**src/rtl/gpg_pkg.sv**
```systemverilog
`timescale 1ns / 1ps
`default_nettype none
// ----------------------------------------------------------------------------
// Grid potential gradient package
// Shared types and constants for the controller and datapath.
// ----------------------------------------------------------------------------
package gpg_pkg;

  // Grid edge length of the store and width of a stored potential.
  localparam int DIM_MAX     = 16;
  localparam int VALUE_WIDTH = 32;

  typedef enum logic [2:0] {
    REG_PERIODIC = 3'd0,
    REG_SIZE_I   = 3'd1,
    REG_SIZE_J   = 3'd2,
    REG_SIZE_K   = 3'd3,
    REG_RECIP_X  = 3'd4,
    REG_RECIP_Y  = 3'd5,
    REG_RECIP_Z  = 3'd6
  } reg_idx_e;

  typedef enum logic {
    OP_LOAD  = 1'b0,
    OP_QUERY = 1'b1
  } op_e;

  typedef enum logic [2:0] {
    ST_IDLE,
    ST_READ,
    ST_WAIT,
    ST_MUL,
    ST_SCALE,
    ST_NEXT,
    ST_DONE
  } state_e;

  // Commands from the controller to the datapath.
  typedef struct packed {
    logic       start_query;
    logic       write_node;
    logic       read_tap;
    logic       acc_tap;
    logic       mul;
    logic       scale;
    logic       clr_acc;
    logic       emit;
    logic [1:0] axis;
    logic [1:0] tap;
  } dp_cmd_t;

  // Status from the datapath to the controller.
  typedef struct packed {
    logic [1:0] num_taps;
  } dp_sts_t;

endpackage
`default_nettype wire

```
**src/rtl/gpg_ctrl.sv**
```systemverilog
`timescale 1ns / 1ps
`default_nettype none
// ----------------------------------------------------------------------------
// Grid potential gradient controller
// Sequences load writes, stencil reads, scaling and the result strobe.
// ----------------------------------------------------------------------------
module gpg_ctrl
  import gpg_pkg::*;
(
  input  wire logic    clk_i,
  input  wire logic    rst_ni,
  input  wire logic    go_i,
  input  wire logic    query_i,
  input  wire dp_sts_t sts_i,
  output dp_cmd_t      cmd_o,
  output logic         busy_o
);

  state_e     state_q, state_d;
  logic [1:0] axis_q, axis_d;
  logic [1:0] tap_q, tap_d;

  always_ff @(posedge clk_i or negedge rst_ni) begin
    if (!rst_ni) begin
      state_q <= ST_IDLE;
      axis_q  <= '0;
      tap_q   <= '0;
    end else begin
      state_q <= state_d;
      axis_q  <= axis_d;
      tap_q   <= tap_d;
    end
  end

  always_comb begin
    state_d = state_q;
    axis_d  = axis_q;
    tap_d   = tap_q;
    unique case (state_q)
      ST_IDLE: begin
        if (go_i && query_i) begin
          state_d = ST_READ;
          axis_d  = 2'd0;
          tap_d   = 2'd0;
        end
      end
      ST_READ: state_d = ST_WAIT;
      ST_WAIT: begin
        if (tap_q == sts_i.num_taps - 2'd1) begin
          state_d = ST_MUL;
        end else begin
          tap_d   = tap_q + 2'd1;
          state_d = ST_READ;
        end
      end
      ST_MUL:   state_d = ST_SCALE;
      ST_SCALE: state_d = ST_NEXT;
      ST_NEXT: begin
        tap_d = 2'd0;
        if (axis_q == 2'd2) begin
          state_d = ST_DONE;
        end else begin
          axis_d  = axis_q + 2'd1;
          state_d = ST_READ;
        end
      end
      ST_DONE: state_d = ST_IDLE;
      default: state_d = ST_IDLE;
    endcase
  end

  always_comb begin
    cmd_o             = '0;
    cmd_o.axis        = axis_q;
    cmd_o.tap         = tap_q;
    cmd_o.start_query = (state_q == ST_IDLE) && go_i && query_i;
    cmd_o.write_node  = (state_q == ST_IDLE) && go_i && !query_i;
    busy_o            = (state_q != ST_IDLE);
    unique case (state_q)
      ST_READ:  cmd_o.read_tap = 1'b1;
      ST_WAIT:  cmd_o.acc_tap  = 1'b1;
      ST_MUL:   cmd_o.mul      = 1'b1;
      ST_SCALE: cmd_o.scale    = 1'b1;
      ST_NEXT:  cmd_o.clr_acc  = 1'b1;
      ST_DONE:  cmd_o.emit     = 1'b1;
      default:  cmd_o.clr_acc  = 1'b0;
    endcase
  end

endmodule
`default_nettype wire

```
**config.mk**
```make
export PLATFORM = sky130hd
export DESIGN_NAME = gpg_ctrl
export DESIGN_NICKNAME = d
export VERILOG_FILES = /design/src/rtl/gpg_pkg.sv /design/src/rtl/gpg_ctrl.sv
export SDC_FILE = /design/constraint.sdc
export NUM_CORES = 1
export LEC_CHECK = 0
export BUFFER_PORTS_ARGS = -buffer_cell sky130_fd_sc_hd__buf_2
export CAP_MARGIN = 10
export CORE_MARGIN = 2
export CORE_UTILIZATION = 35
export CTS_BUF_LIST = sky130_fd_sc_hd__clkbuf_4 sky130_fd_sc_hd__clkbuf_8
export DETAILED_ROUTE_END_ITERATION = 12
export PLACE_DENSITY = 0.59
export SETUP_SLACK_MARGIN = 0.5
export SYNTH_ARGS = -nofsm -noshare
export SYNTH_HDL_FRONTEND = slang
export SYNTH_SLANG_ARGS = --single-unit
```
**constraint.sdc**
```tcl
create_clock -name clk_i -period 2.52 [get_ports clk_i]
set_clock_uncertainty 0.05 [all_clocks]
set_input_delay 0.504 -clock clk_i [delete_from_list [all_inputs] [get_ports clk_i]]
set_output_delay 0.504 -clock clk_i [all_outputs]
set_load 0.005 [all_outputs]
```
# Word level (Yosys, flattened, before mapping)
# Cells that the tools add are included.
# word_totals
out_inout_bits	13
regBits	7
word_cells	43
input_bits	6
# classes
n_addsub	3
muxes	15
n_eq_ne	11
n_reduce_logical	11
# ops
cell	n
3-bit one-hot mux with 6 select lines	1
3-bit equality test, second input constant	3
2-bit 2-to-1 mux	4
3-bit by 2-bit equality test with 1-bit output, second input constant	2
1-bit 2-to-1 mux	6
3-bit 2-to-1 mux	2
2-bit inequality test, second input constant	3
2-bit one-hot mux with 3 select lines	1
3-bit AND reduction	2
3-bit nonzero test	2
2-bit by 1-bit adder with 2-bit output, second input constant	2
1-bit logical AND	4
2-bit one-hot mux with 2 select lines	1
3-bit by 1-bit equality test with 1-bit output, second input constant	1
3-bit logical NOT	1
2-bit equality test	1
2-bit equality test, second input constant	1
2-bit nonzero test	1
2-bit by 1-bit subtractor with 2-bit output, second input constant	1
1-bit logical NOT	1

# Logic depth before layout (Yosys ltp)
# logic_depth
ltp_word	4
mapped_depth	5
ltp_nobuf	5

# Least setup slack after synthesis
# OpenSTA, ideal clock, no wires.
# synth_timing
path_kind	flip-flop to output port
startpoint	reg state_q[2]
endpoint	out cmd_o[10] (netlist bit)
required_time_ps	1966
path_slack_ps	878
n_path_buf	1
t_arrival_ps	1088
path_stages_with_launch	4
path_cell_list	dfrtp_1 -> buf_6 -> or3_4 -> nor3b_2
# synth_lines
element	line_no	source
from (decl)	gpg_ctrl.sv:19	state_e state_q, state_d;
from (signal assigned)	gpg_ctrl.sv:29	state_q <= state_d;
to (decl)	gpg_ctrl.sv:15	output dp_cmd_t cmd_o,

==> impl_metrics.json <==
{
  "cts_max_level": 1,
  "syn_to_final_growth_pct": 29.4,
  "initial_utilization_pct": 37.8,
  "num_antenna_cells": 0,
  "power.density_mw_per_mm2": 1190,
  "cp_slowest_cell": "dfrtp_2",
  "synth.area.top_cells": "dfrtp_1 (35%), mux2i_1 (6.0%), nand2b_1 (3.8%), o31a_1 (3.5%), a21oi_1 (3.0%)",
  "yosysSeqAreaShare_pct": 35.2,
  "place_congestion": 0.672,
  "crit_type": "reg -> out",
  "grt_max_degree": 15,
  "layout-drive-gt1-share_pct": 44.6,
  "synthDistinctLibCells": 29,
  "slowest_delay_ps": 460,
  "fin_area_um2": 644,
  "cts_sinks": 7,
  "crit_buf_inv": 1,
  "ant_nets": 0,
  "vias_per_cell": 5.07,
  "first_global_vias": 410,
  "num_rows": 13,
  "synthesis.nets": 58,
  "p_leak_nw": 0.336,
  "path_cells": "or3_4 > nor3b_2 > buf_2",
  "grt_use_total_pct": 13.2,
  "drc": 0,
  "pre_cts_slack_ps": 763,
  "cts_tree": "built",
  "numPortBuffers": 18,
  "outcome": "finished, final reports clean",
  "start_kind": "flip-flop",
  "timing.rr.end": "axis_q[1]",
  "setup_slack_ps": 569,
  "ios": 19,
  "postSynthAreaPerCell_um2": 9.76,
  "gr-total-overflow": 0,
  "syn_inst": 51,
  "routedWlPerCell_um": 11.4,
  "dr.pass1.iters": 2,
  "core_mm2": 0.00132,
  "tightest_slew_ps": 279,
  "critPathArrivalTime_ps": 1400,
  "setup_tns_ps": 0,
  "synth_top_area_share_pct": 35.2,
  "netlist_area_um2": 498,
  "fin_crit_sh_pct": 77.4,
  "r2r_slack_ps": 1130,
  "path_max_fanout": 11,
  "yosysWarnings": 0,
  "synth_top_cell_by_area": "dfrtp_1",
  "final_nets": 82,
  "r2r_cells": 5,
  "critical-path-top-delay-family": "simple AND/OR/NAND/NOR gates",
  "cts_buffer_depth": 2,
  "slew_headroom_pct": 81.2,
  "numCtsBuffers": 3,
  "insertion_delay_ps": 250,
  "place_area_um2": 583,
  "holdWs_ps": 23.6,
  "dp_cells": 81,
  "grt_pass1_wl_um": 1780,
  "die_x_um": 41.7,
  "hp-class": "in -> async",
  "drt_iter0_drc": 1,
  "num-fill-cells": 133,
  "via_count": 451,
  "dieArea_mm2": 0.00174,
  "hold_violations": 0,
  "finalMaxSlewViolations": 0,
  "wl_um": 1020,
  "drv_cap": 0,
  "cts-root-buf": "clkbuf_4",
  "fin_util_pct": 48.9,
  "die_y_um": 41.7,
  "clk_pin_slew_ps": 50,
  "antenna_found_initial": 0,
  "r2r_start": "axis_q[0]",
  "rsz0062_at_grt": "false",
  "dp_hpwl_um": 760,
  "finalSetupViolations": 0,
  "crit_required_ps": 1970,
  "synth_seq_cells": 7,
  "fmax_ghz": 0.512,
  "ctsHoldBuffers": 0,
  "ir_drop_mv": 0.491,
  "worstSetupEndpointType": "primary output",
  "final_cell_count_no_fill": 89,
  "layout_min_cycle_time_ps": 1950,
  "p_total_mw": 0.765
}
## metal layers
layer | track usage (%) | wire [µm] | part of all wire [%]
met1 | 17.2 | 517 | 51
met2 | 20.0 | 431 | 42
met4 | 7.74 | 25 | 2.5
met3 | 2.61 | 45 | 4.4
met5 | 0 | 0 | 0
## how the worst max path moves through the flow
stage / cells after the start / endpoint / from
after global placement: 3 / cmd_o[10] / state_q[2]
after global routing: 3 / cmd_o[10] / state_q[1]
after floorplan: 3 / cmd_o[10] / state_q[2]
final: 3 / cmd_o[10] / state_q[1]
after CTS: 3 / cmd_o[10] / state_q[1]
after detailed placement: 3 / cmd_o[10] / state_q[2]
## state kept, by name, indices dropped and copies added, names as in the netlist
signal   flops
state_q      3
axis_q       2
tap_q        2
## where the power goes
group          internal (mW)  total, mW  switching [mW]
clock network         0.0713      0.115          0.0433
registers              0.167      0.247          0.0792
logic                  0.231      0.403           0.173
## cells in the final DEF, fill, tap and decap left out, types with 2 or more instances in the layout
cell type | synthesis | layout
a21oi_1 | 3 | 3
nand2_1 | 3 | 3
buf_2 | 1 | 18
nand2b_1 | 3 | 3
nor3b_1 | 2 | 2
nand3b_1 | 2 | 2
inv_1 | 4 | 4
buf_4 | 1 | 3
mux2i_1 | 3 | 3
o31a_1 | 2 | 2
dfrtp_2 | 0 | 3
clkbuf_4 | 0 | 4
dfrtp_1 | 7 | 4
nor2_1 | 3 | 3
## cell usage after synthesis
cell type / instances
or3b_1: 1
o2bb2ai_2: 1
or3_4: 1
ha_1: 1
and3b_1: 1
nor2b_1: 1
buf_2: 1
o2bb2ai_1: 1
inv_1: 4
maj3_2: 1
o22ai_1: 1
nand3b_1: 2
o21ai_0: 1
nor2_1: 3
o31a_1: 2
a211o_1: 1
mux2i_1: 3
nand2b_1: 3
buf_6: 1
or3_1: 1
nor3b_1: 2
buf_4: 1
nor3b_2: 1
o32ai_1: 1
a21oi_1: 3
xnor2_1: 1
nand2_1: 3
nand4bb_1: 1
dfrtp_1: 7
## kinds of logic after synthesis
logic type	share of synthesized area [%]
mux	6.03
xor+xnor	1.76
flops	35.2
simple gates	27.4
compound gates	17.1
fa+ha+maj	4.77
buf+inv	7.79
## timing repair
action / CTS / global route
gates resized for setup: 1 / 2
buffers inserted: 0 / 4
endpoints found under the setup margin: 1 / 2
## layout make-up
cell class / count / area (µm²) / share of cell area (%)
repair buffers: 22 / 118 / 18.3
clock buffers: 4 / 30.0 / 4.66
well taps: 15 / 18.8 / 2.91
flip-flops and latches: 7 / 179 / 27.8
inverters: 4 / 15.0 / 2.33
multi-input cells: 37 / 284 / 44.1
No activity file was read; power rests on OpenSTA's default activity.
